### src/rtl/assert_macros.svh
// Assertion helpers included by csr_complex_spmv_row.
`ifndef ASSERT_MACROS_SVH
`define ASSERT_MACROS_SVH

// Checked on every rising edge outside reset.
`define SPMV_ASSERT(lbl, prop, msg) \
  lbl: assert property (@(posedge clk) disable iff (!rst_n) prop) else $error(msg);

// Checked on every rising edge, reset included.
`define SPMV_ASSERT_RST(lbl, prop, msg) \
  lbl: assert property (@(posedge clk) prop) else $error(msg);

`endif

### src/rtl/cspmv_ram.sv
module cspmv_ram #(
  parameter int WIDTH = 16,
  parameter int DEPTH = 256
) (
  input  logic                     clk,
  input  logic                     we,
  input  logic [$clog2(DEPTH)-1:0] waddr,
  input  logic [WIDTH-1:0]         wdata,
  input  logic [$clog2(DEPTH)-1:0] raddr,
  output logic [WIDTH-1:0]         rdata
);

  logic [WIDTH-1:0] mem [DEPTH];

  // One write port, one read port with registered data.
  always_ff @(posedge clk) begin
    if (we) begin
      mem[waddr] <= wdata;
    end
    rdata <= mem[raddr];
  end

endmodule

### config.mk
export PLATFORM = sky130hd
export DESIGN_NAME = cspmv_ram
export DESIGN_NICKNAME = d
export VERILOG_FILES = /design/src/rtl/assert_macros.svh /design/src/rtl/cspmv_ram.sv
export SDC_FILE = /design/constraint.sdc
export NUM_CORES = 2
export LEC_CHECK = 0
export ABC_AREA = 1
export BUFFER_PORTS_ARGS = -buffer_cell sky130_fd_sc_hd__buf_2
export CAP_MARGIN = 20
export CORE_ASPECT_RATIO = 1.1
export CORE_UTILIZATION = 35
export CTS_CLUSTER_DIAMETER = 50
export CTS_CLUSTER_SIZE = 25
export DETAILED_ROUTE_END_ITERATION = 8
export PLACE_DENSITY = 0.59
export SLEW_MARGIN = 40
export SYNTH_ARGS = -nofsm -noshare
export SYNTH_HDL_FRONTEND = slang
export SYNTH_SLANG_ARGS = --single-unit
### constraint.sdc
create_clock -name clk -period 2.1 [get_ports clk]
set_input_delay 0.105 -clock clk [delete_from_list [all_inputs] [get_ports clk]]
set_output_delay 0.105 -clock clk [all_outputs]
set_load 0.1 [all_outputs]
# Yosys cells after proc, flatten, opt, wreduce, memory -nomap -nowiden
# Memories as Yosys holds them, arrays and structs flattened. A register that Yosys moved wholly into a read port is not among the register bits.
# Cells that the tools add are included.
# totals
n_memories	1
word_cells	3
ram_bits	4096
out_inout_bits	16
inputBits	34
reg_bits	0
# classes
mux	2
# memory_table
name	words	width	rd	rd_clocked_by_memory_dff	write_ports	line_no	text
mem	256	16	1	1	1	cspmv_ram.sv:13	logic [WIDTH-1:0] mem [DEPTH];
# op_table
op	count
two-way mux 1 bit	2

# Logic depth before layout (Yosys ltp)
# logic_depth
ltp_word	2
depth_mapped	15
depth_no_buf	11

# Least setup slack after synthesis
# OpenSTA, ideal clock, no wires.
# synth_timing
path_kind	in2reg
startpoint	input port we
endpoint	memory mem[164][0], enable pin
setup_time_ps	388
required_ps	1712
path_slack_ps	155
path_buffers	2
stages	4
arrival_ps	1557
cell_sequence	clkbuf_1 -> nand3_1 -> clkbuf_1 -> nor2_1
# synth_between
elab_chain_len	2
# synth_rtl
item	line_no	text
from (decl)	cspmv_ram.sv:6	input logic we,
two-way mux 1 bit	cspmv_ram.sv:17	if (we) begin
two-way mux 1 bit (implied by the code)	cspmv_ram.sv:18	mem[waddr] <= wdata;
to (decl)	cspmv_ram.sv:13	
# No other way between the ends.

# Final worst setup path
# layout_timing
startpoint	register rdata[9], read port of mem
endpoint	output port rdata[9]
# layout_lines
item	line_no	text
from (decl)	cspmv_ram.sv:10	output logic [WIDTH-1:0] rdata
# No word-level cell between the ends.

==> metrics.md <==
| Metric | Value |
|---|---|
| Status | complete, no violations |
| Via density | 5.31 |
| F_max | 478 MHz |
| Global Route Usage Sum | 0.208 |
| Routed WL | 509000 um |
| Core region area | 0.471 sq mm |
| Via count | 112k |
| Cell type with the highest aggregate area in the netlist | edfxtp_1 |
| Reg-to-Reg Start | mem[231][5]$_DFFE_PP_ |
| Synth Instances | 13.6k |
| Yosys reg bits | 4112 |
| Postcts setup bufs | 0 |
| Max_slew headroom | 0.478 |
| Layout net count | 14.5k |
| CP bufs+invs | 1 |
| Worst-path clk slew | 70 ps |
| Initial drt markers | 13.1k |
| Syn Area/Cell | 12.2 sq um |
| Number of global-route vias before repair | 106k |
| I/O Pins | 50 |
| Port bufs | 49 |
| Final ANT Viol Nets | 0 |
| Crit-path slowest cell | dfxtp_1 |
| Fin crit share | 0.996 |
| Skew final | 79.3 ps |
| Cell variety after synth | 15 |
| Critical Path AT | 1990 ps |
| Hold crit path type | in -> reg |
| Area fraction of the dominant cell type after synthesis | 0.742 |
| Site row count | 264 |
| Sequential share of the synthesized area | 0.744 |
| Clock Tree Buf Depth | 4 |
| H-tree depth | 5 |
| Gpl congestion | 0.873 |
| Post-DP HPWL | 321000 um |
| Drt wl/cell | 24.2 um |
| Tmin final | 2090 ps |
| Remaining Overflow, GRT | 0 |
| Die Wd | 658 um |
| Worst setup path class | reg -> out |
| Max Cap Viol | 0 |
| 1st-pass router iterations | 9 |
| Crit path from | rdata[9]$_DFF_P_ |
| Initial antenna violation count | 24 |
| CP Cell Sequence | buf_4 |
| Final TNS setup | 0 ps |
| CTS buffer count | 380 |
| Die H | 724 um |
| Root Driver | clkbuf_16 |
| Die area | 0.476 sq mm |
| Clock Latency Late Sink | 1000 ps |
| Ratio of cells with drive above 1 in the final layout | 0.142 |
| Setup violators final | 0 |
| Synth warnings | 0 |
| Peak supply drop | 0.650 mV |
| Top cells by area, synth | edfxtp_1, nand3_1, nand2_1 |
| Final non-filler cell total | 21.1k |
| Family with the most delay on the worst path | flip-flops |
| Synthesized Nets | 13.7k |
| Pin count of the biggest net entering global routing | 98 |
| Fin. Hold Viols | 0 |
| Residual DRC | 0 |
| Starting Density | 0.352 |
| Leakage | 70.2 nW |
| Unrepaired setup endpoints after global routing | no |
| Startpoint Class | flip-flop |
| Hold_sp | wdata[2] |
| Fin. max-slew vios | 0 |
| Clk sinks | 4112 |
| CTS tree | done |
| DP Cell Count | 20.3k |
| Worst Path Max Fanout | 1 |
| First-pass GRT wire length | 739000 um |
| Power per Cell Area | 891 mW/mm^2 |
| CP endpoint kind | output port |
| Required @ worst endpoint | 2000 ps |
| Slew @ Worst Pin | 783 ps |
| Slowest stage delay, CP | 610 ps |
| Mapped cell area | 0.166 sq mm |
| Area grow syn2layout | 20.1% |
synthesized netlist by cell type, drive strengths merged:
master and n:
buf 783, inv 39, edfxtp 4096, nor2 283
clkbuf 154, nand3 4035, nand2 4211, dfxtp 16
metrics by stage:
stage | hold WS [ps] | area, sq um | setup slack [ps] | utilization | total power, W
2_1_floorplan | 204 | 166000 | 155 | - | 0.0982
3_3_place_gp | 486 | 185000 | -851 | 0.393 | 0.105
3_5_place_dp | 486 | 185000 | -868 | 0.393 | 0.105
4_1_cts | 14.8 | 199000 | 4.79 | 0.423 | 0.178
5_1_grt | 76.5 | 199000 | 0.311 | 0.423 | 0.182
6_report | 93.8 | 199000 | 8.06 | 0.423 | 0.177
state kept, by name (all words and copies together) (netlist names):
register  flops
mem        4096
rdata        16
worst paths after layout:
| path | end | slack, ps | depth (start not counted) |
|---|---|---|---|
| max | rdata[9] | 8 | 1 |
| min | mem[98][2]$_DFFE_PP_ | 90 | 2 |
| max reg2reg | rdata[5]$_DFF_P_ | 8 | 10 |
| min reg2reg | rdata[1]$_DFF_P_ | 1040 | 10 |
report_power, final:
part           total, W  internal, W  switching (W)
Combinational    0.0131      0.00400        0.00910
Clock            0.0738       0.0383         0.0354
Sequential       0.0905       0.0903       0.000170
Total             0.177        0.133         0.0447
cell usage in the layout (no fill, tap or decap), types with 10 or more instances in the layout:
master,count
inv_8,59
buf_12,505
clkinv_1,11
clkinv_2,15
edfxtp_1,4096
clkbuf_1,14
nand2_2,17
clkinv_8,36
nand3_1,4029
inv_6,98
diode_2,10
inv_12,18
inv_1,32
clkinvlp_4,29
nand2_1,4194
clkbuf_16,385
bufinv_16,19
buf_2,11
dfxtp_1,12
buf_4,830
dlygate4sd3_1,26
buf_8,19
clkinv_4,21
nor2_2,13
nor2_1,270
final cells by class:
type / instances / area, sq um
timing repair buffer: 1395 / 17000
clock buffer: 401 / 9710
inverter: 39 / 199
antenna: 10 / 25.0
multi-input combinational: 8529 / 37200
tap: 6251 / 7820
fill: 42700 / 272000
clock inverter: 314 / 3730
sequential: 4112 / 123000
layer usage:
| metal | wire length (um) | track usage | vias to the layer above | part of all wire |
|---|---|---|---|---|
| met3 | 42600 | 0.0293 | 826 | 0.084 |
| met4 | 18900 | 0.0752 | 10 | 0.037 |
| met5 | 67 | 0 | - | 0.00013 |
| li1 | - | - | 50400 | - |
| met1 | 207000 | 0.286 | 55400 | 0.41 |
| met2 | 240000 | 0.339 | 5008 | 0.47 |
what timing repair did:
| item | in CTS | in global routing |
|---|---|---|
| hold buffers | 27 | 0 |
| endpoints found under the hold margin | 4226 | 0 |
| pin swaps | 0 | 0 |
| gates resized for setup | 25 | 7 |
| setup endpoints to repair | 19 | 304 |
| gates cloned | 0 | 0 |
cells by family (layout without fill, tap and decap cells):
family / count (synthesis) / after routing / share of synthesized area
buffers and inverters: 976 / 2149 / 0.0321
other: 0 / 10 / 0
flip-flops: 4112 / 4112 / 0.744
AND/OR/NAND/NOR: 8529 / 8529 / 0.224
Note: power is estimated with default switching activity, not from simulation.
