[src/rtl/assert_macros.svh]
// Assertion helpers included by csr_complex_spmv_row.
`ifndef ASSERT_MACROS_SVH
`define ASSERT_MACROS_SVH

// Checked on every rising edge outside reset.
`define SPMV_ASSERT(lbl, prop, msg) \
  lbl: assert property (@(posedge clk) disable iff (!rst_n) prop) else $error(msg);

// Checked on every rising edge, reset included.
`define SPMV_ASSERT_RST(lbl, prop, msg) \
  lbl: assert property (@(posedge clk) prop) else $error(msg);

`endif

[src/rtl/cspmv_pkg.sv]
package cspmv_pkg;

  // Default sizes of the stores and the stored value width.
  localparam int MAX_DIM_DEF     = 256;
  localparam int MAX_NNZ_DEF     = 1024;
  localparam int VALUE_WIDTH_DEF = 16;

  // Fixed field widths of the beats.
  localparam int SLOT_W = 10;
  localparam int COL_W  = 8;
  localparam int RS_W   = 11;
  localparam int VAL_W  = 16;
  localparam int ROW_W  = 8;
  localparam int REG_W  = 9;
  localparam int STAT_W = 2;
  localparam int ACC_W  = 48;

  localparam int IN_TDATA_W  = 64;
  localparam int OUT_TDATA_W = 104;

  // Configuration register indexes.
  localparam logic REG_NUM_ROWS = 1'b0;
  localparam logic REG_NUM_COLS = 1'b1;

  typedef enum logic [1:0] {
    OP_LOAD_PTR = 2'd0,
    OP_LOAD_NZ  = 2'd1,
    OP_LOAD_VEC = 2'd2,
    OP_COMPUTE  = 2'd3
  } op_t;

  typedef enum logic [STAT_W-1:0] {
    STATUS_OK  = 2'd0,
    STATUS_ROW = 2'd1,
    STATUS_COL = 2'd2
  } status_t;

  typedef enum logic [2:0] {
    ST_IDLE,
    ST_PTR0,
    ST_PTR1,
    ST_WALK,
    ST_DONE
  } state_t;

  // Control of the complex multiply-accumulate unit.
  typedef struct packed {
    logic clr;
    logic vld;
  } cmac_ctrl_t;

endpackage

[src/rtl/cspmv_cmac.sv]
module cspmv_cmac #(
  parameter int VALUE_WIDTH = cspmv_pkg::VALUE_WIDTH_DEF
) (
  input  logic                                clk,
  input  logic                                rst_n,
  input  cspmv_pkg::cmac_ctrl_t               ctrl,
  input  logic signed [VALUE_WIDTH-1:0]       a_re,
  input  logic signed [VALUE_WIDTH-1:0]       a_im,
  input  logic signed [VALUE_WIDTH-1:0]       b_re,
  input  logic signed [VALUE_WIDTH-1:0]       b_im,
  output logic                                busy,
  output logic signed [cspmv_pkg::ACC_W-1:0]  acc_re,
  output logic signed [cspmv_pkg::ACC_W-1:0]  acc_im
);
  import cspmv_pkg::*;

  localparam int PW = 2 * VALUE_WIDTH;
  localparam int TW = PW + 1;
  localparam int SW = ((TW > ACC_W) ? TW : ACC_W) + 1;

  localparam logic signed [ACC_W-1:0] AMAX = {1'b0, {(ACC_W-1){1'b1}}};
  localparam logic signed [ACC_W-1:0] AMIN = {1'b1, {(ACC_W-1){1'b0}}};
  localparam logic signed [SW-1:0]    SMAX = SW'(AMAX);
  localparam logic signed [SW-1:0]    SMIN = SW'(AMIN);

  logic                 v3_r, v4_r;
  logic signed [PW-1:0] p_rr_r, p_ii_r, p_ri_r, p_ir_r;
  logic signed [TW-1:0] t_re_r, t_im_r;
  logic signed [ACC_W-1:0] acc_re_r, acc_im_r;
  logic signed [ACC_W-1:0] acc_re_nxt, acc_im_nxt;
  logic signed [SW-1:0] s_re, s_im;

  // Stage valids.
  always_ff @(posedge clk) begin
    if (!rst_n) begin
      v3_r <= 1'b0;
      v4_r <= 1'b0;
    end else begin
      v3_r <= ctrl.vld;
      v4_r <= v3_r;
    end
  end

  // Four partial products of the complex multiply.
  always_ff @(posedge clk) begin
    p_rr_r <= a_re * b_re;
    p_ii_r <= a_im * b_im;
    p_ri_r <= a_re * b_im;
    p_ir_r <= a_im * b_re;
  end

  // Combine into the complex term.
  always_ff @(posedge clk) begin
    t_re_r <= TW'(p_rr_r) - TW'(p_ii_r);
    t_im_r <= TW'(p_ri_r) + TW'(p_ir_r);
  end

  // Saturating accumulate to the signed 48-bit range.
  assign s_re = SW'(acc_re_r) + SW'(t_re_r);
  assign s_im = SW'(acc_im_r) + SW'(t_im_r);

  always_comb begin
    priority if (s_re > SMAX) begin
      acc_re_nxt = AMAX;
    end else if (s_re < SMIN) begin
      acc_re_nxt = AMIN;
    end else begin
      acc_re_nxt = s_re[ACC_W-1:0];
    end
    priority if (s_im > SMAX) begin
      acc_im_nxt = AMAX;
    end else if (s_im < SMIN) begin
      acc_im_nxt = AMIN;
    end else begin
      acc_im_nxt = s_im[ACC_W-1:0];
    end
  end

  always_ff @(posedge clk) begin
    priority if (ctrl.clr) begin
      acc_re_r <= '0;
      acc_im_r <= '0;
    end else if (v4_r) begin
      acc_re_r <= acc_re_nxt;
      acc_im_r <= acc_im_nxt;
    end
  end

  assign busy   = v3_r | v4_r;
  assign acc_re = acc_re_r;
  assign acc_im = acc_im_r;

endmodule

[config.mk]
export PLATFORM = sky130hd
export DESIGN_NAME = cspmv_cmac
export DESIGN_NICKNAME = d
export VERILOG_FILES = /design/src/rtl/assert_macros.svh /design/src/rtl/cspmv_pkg.sv /design/src/rtl/cspmv_cmac.sv
export SDC_FILE = /design/constraint.sdc
export NUM_CORES = 2
export LEC_CHECK = 0
export ABC_AREA = 1
export BUFFER_PORTS_ARGS = -buffer_cell sky130_fd_sc_hd__buf_2
export CAP_MARGIN = 20
export CORE_ASPECT_RATIO = 0.75
export CORE_MARGIN = 1
export CORE_UTILIZATION = 35
export CTS_BUF_LIST = sky130_fd_sc_hd__clkbuf_4
export DETAILED_ROUTE_END_ITERATION = 8
export HOLD_SLACK_MARGIN = 0.05
export PLACE_DENSITY = 0.48
export SLEW_MARGIN = 5
export SYNTH_ARGS = -nofsm -noshare
export SYNTH_HDL_FRONTEND = slang
export SYNTH_SLANG_ARGS = --single-unit
[constraint.sdc]
create_clock -name clk -period 16.7 [get_ports clk]
set_clock_uncertainty 0.1 [all_clocks]
set_input_delay 2.505 -clock clk [delete_from_list [all_inputs] [get_ports clk]]
set_output_delay 2.505 -clock clk [all_outputs]
set_load 0.1 [all_outputs]
[After elaboration in Yosys (flattened, before gate mapping)]
Index checks and enable logic that the tools add are counted.
Widths: inputs -> output; s select.
Word-level totals
  flip-flop bits (word level): 292
  latch bits: 0
  bits in writable memories: 0
  ROM bits: 0
  input port bits: 68
  output and inout bits: 97
  word-level logic and storage cells: 27
  memories: 0
Cells by class
  add/sub/neg operators: 4
  multipliers: 4
  div/mod/pow operators: 0
  order comparisons: 4
  equal/unequal tests: 0
  shifts and indexed selects: 0
  mux-type cells: 4
  bitwise gates (word level): 1
  reduce and logical (&&, ||, !) cells: 0
Operators by type and width (number)
  $mux 48: 4
  $mul 16x16->32: 4
  $add 48x33->49: 2
  $gt 49x48->1 const B: 2
  $lt 49x48->1 const B: 2
  $add 32x32->33: 1
  $sub 32x32->33: 1
  $or 1x1->1: 1

[Depth between registers and ports, before layout]
  depth after elaboration: 4
  mapped depth: 28
  depth with buffers taken out: 27

[Worst setup path after synthesis]
OpenSTA, ideal clock, no wires.
  kind: input -> register
  start point: input port a_re[15]
  end point: register p_rr_r[29]
  setup time: 0.119 ns
  arrival: 7.503 ns
  required time: 16.481 ns
  path slack: 8.978 ns
  stages on the path: 21
  buffers on the path: 1
  cells stage by stage: clkbuf_1 -> nand2_1 -> inv_1 -> fa_1 -> fa_1 -> fa_1 -> fa_1 -> fa_1 -> inv_1 -> fa_1 -> inv_1 -> ha_1 -> a21oi_1 -> o21ai_0 -> a21oi_1 -> nand3_1 -> a21o_1 -> nand2_1 -> inv_1 -> o21ai_0 -> nand2_1
On the way
  longest elaborated chain between the ends: 1
Ends and longest elaborated chain
  from (decl): RTL line cspmv_cmac.sv:7  | input logic signed [VALUE_WIDTH-1:0] a_re,
  $mul 16x16->32: RTL line cspmv_cmac.sv:46  | p_rr_r <= a_re * b_re;
  to (signal assigned): RTL line cspmv_cmac.sv:46
  to (decl): RTL line cspmv_cmac.sv:27  | logic signed [PW-1:0] p_rr_r, p_ii_r, p_ri_r, p_ir_r;
No other way between the ends.
A chain may end at the register's enable or synchronous reset.

[Final worst setup path]
  start point: input port b_re[1]
  end point: register p_ir_r[29]
On the way
  longest elaborated chain between the ends: 1
Ends and longest elaborated chain
  from (decl): RTL line cspmv_cmac.sv:9  | input logic signed [VALUE_WIDTH-1:0] b_re,
  $mul 16x16->32: RTL line cspmv_cmac.sv:49  | p_ir_r <= a_im * b_re;
  to (signal assigned): RTL line cspmv_cmac.sv:49
  to (decl): RTL line cspmv_cmac.sv:27
No other way between the ends.

==> impl_results.md <==
* CTS buffer count at 90
* Fraction of layout cells with a size suffix above 1 at 5.455%
* Fin nets at 9565
* RSZ-0062 raised after global routing: false
* Gr usage total at 22.27%
* Number of fillers in the final layout at 18060
* Critical Path End Type: flip-flop
* Initial drt markers at 3821
* CP max stage cell: fa_1
* Worst stage delay on the critical path at 940 ps
* Most common cell after layout, fill and taps aside: inv_1
* Port Buf Inserts at 164
* Largest net degree at the start of global routing at 52
* Cell area after synthesis at 59100 sq um
* Max frequency at 126.1 MHz
* First-pass GRT wire length at 293100 um
* Die width at 476.5 um
* Sequence of cells on the critical path: buf_2 -> buf_4 -> nand2_1 -> inv_1 -> fa_1 -> fa_1 -> fa_1 -> fa_1 -> fa_1 -> inv_1 -> fa_1 -> inv_1 -> ha_1 -> nand2_1 -> nor4_1 -> nand3b_1 -> nand4_1 -> nand2_1
* Most area-hungry cell type in the Yosys netlist: fa_1
* Synth warn at 0
* Cells after synthesis at 7897
* Die height at 357.9 um
* CP delay by family, top: adder cells
* Hold Fails Final Rpt at 0
* Tmin final at 7928 ps
* Ys flop type: dfxtp_1
* Post-CTS Hold Buffers at 0
* Max Cap Viol at 0
* Synth cell types at 42
* Post-synthesis sequential area ratio at 9.892%
* Initial Util at 35.27%
* Area delta synth->final at 6.921%
* Clock buffer depth at 3
* # IOs at 165
* Worst Path Required at 17530 ps
* Via density at 4.750
* Setup violators final at 0
* Remaining DRCs at 0
* Placer's final routability congestion estimate at 0.9199
* Routed via count at 48830
* Vias in the first global route at 49300
* Routed Antenna Nets at 0
* DIE AREA at 170500 sq um
* Largest cells by area after synthesis: fa_1, inv_1, nand2_1
* GRT overflow at 0
* Clk pin slew, worst setup/hold paths at 60 ps
* Slew HR at 29.97%
* Worst-Skew Late Latency at 1100 ps
* Cell mode on critical path: fa_1
* Root buf cell: clkbuf_4
* Detail Placement HPWL at 153800 um
* #FFs+latches synth at 292
* Crit path kind: input pin to flip-flop
* CTS tree: done
* EDFF count, synth at 0
* Status: complete, no violations
* CORE AREA at 167500 sq um
* Initial DRT Pass Iterations at 5
* Htree depth at 3
* Wire per inst at 18.21 um
* Final Routed Wirelength at 187200 um
* CTS resizes at 0
* Mapped Avg Cell Area at 7.483 sq um
* Buf+Inv Stages, Crit Path at 5
* Post-CTS Setup Repair Bufs at 0
* Final TNS setup at 0 ps
* Clock tree sinks at 292
* Worst min path class: flip-flop to flip-flop
* FFs w/ async S/R, synth at 0%
* Max Slew Vio Count at 0
* CP Max Fanout at 32
* Slew at the pin with the worst max-slew slack at 1050 ps
* Critical Path Start Type: input pin
* Tcrit/Tclk final at 47.47%
* Initial antenna violation count at 18
* Row count at 130
* Share of Yosys cell area claimed by the top area cell type at 35.64%
* Worst EP arrival at 8760 ps
* Syn_nets at 9505
* Highest-count cells in the layout ignoring fill and taps: inv_1, nand2_1, fa_1
## per-stage QoR
| step | cells | worst slack, ps | hold slack [ps] | util, % | instance area [sq um] |
|---|---|---|---|---|---|
| finish | 10280 | 8772 | 318.6 | 37.71 | 63190 |
| global placement | 10110 | 7745 | 307.6 | 37.02 | 62020 |
| CTS | 10270 | 8865 | 317.9 | 37.70 | 63170 |
| global route | 10280 | 8538 | 336.1 | 37.71 | 63180 |
| detailed placement | 10110 | 7693 | 306.7 | 37.03 | 62030 |
| floorplan | 7897 | 8978 | 300.2 | - | 59100 |
## worst register-to-register path, delay by kind of cell, from the launching register on
| kind | cells | cell delay, ps |
|---|---|---|
| simple gates | 6 | 1250 |
| flops | 1 | 820 |
| compound gates | 3 | 630 |
| buf+inv | 2 | 520 |
| fa+ha+maj | 1 | 420 |
## Yosys cell counts (8+ instances only)
library cell / n
dfxtp_1: 292
nor3_1: 29
ha_1: 488
nor4_1: 9
o21a_1: 8
fa_1: 1052
nor2_2: 19
a21oi_1: 314
a21oi_2: 51
nand3_1: 146
nor2_1: 359
xor2_1: 182
a21o_1: 28
nand2_1: 2104
o21ai_0: 209
xnor2_1: 79
a21boi_0: 16
clkbuf_1: 211
a31oi_1: 18
buf_6: 13
o21bai_1: 55
inv_1: 2111
nand4_1: 38
inv_2: 17
## sequential cells by signal (all words and copies together) (netlist names)
signal	flops
acc_re	48
t_im_r	33
v3_r	1
p_rr_r	32
p_ii_r	32
p_ri_r	32
acc_im	48
v4_r	1
t_re_r	33
p_ir_r	32
## final timing paths
kind                                         start  slack [ps]                 endpoint  cells after the start
worst max-delay path                       b_re[1]        8770       p_ir_r[29]$_DFF_P_                     18
worst max register to register  t_re_r[32]$_DFF_P_       12760  acc_re[16]$_SDFFE_PP0P_                     12
worst min register to register     v3_r$_SDFF_PN0_         320          v4_r$_SDFF_PN0_                      2
worst min-delay path               v3_r$_SDFF_PN0_         320          v4_r$_SDFF_PN0_                      2
## layer usage
layer,vias to the layer above,global-route usage [%],share of wire [%],wire length [um]
li1,23230,-,-,-
met1,24170,36.79,54,101400
met2,1293,30.59,39,72270
met3,141,2.777,6.2,11580
met4,0,3.184,1.0,1953
met5,-,0,0,0
## kinds of logic after synthesis
kind of cell	after synthesis	synth area share (%)
AOI/OAI and AO/OA	720	7.044
xor gates and xnor gates	261	3.868
adders and majority gates	1540	45.97
buffers and inverters	2362	15.20
DFF	292	9.892
and+or+nand+nor	2722	18.03
## cell type report
type / instances / area, sq um / area share [%]
diodes: 7 / 17.52 / 0.02772
clock buffers: 126 / 945.9 / 1.497
clock inverters: 38 / 191.4 / 0.3030
inverters: 2130 / 7995 / 12.65
multi-input cells: 5243 / 44280 / 70.08
flip-flops and latches: 292 / 5849 / 9.257
well taps: 2244 / 2808 / 4.444
repair buffers: 200 / 1099 / 1.739
Power is not shown: default switching activity piles up to over one toggle a cycle in this logic, so the estimate is an artifact.
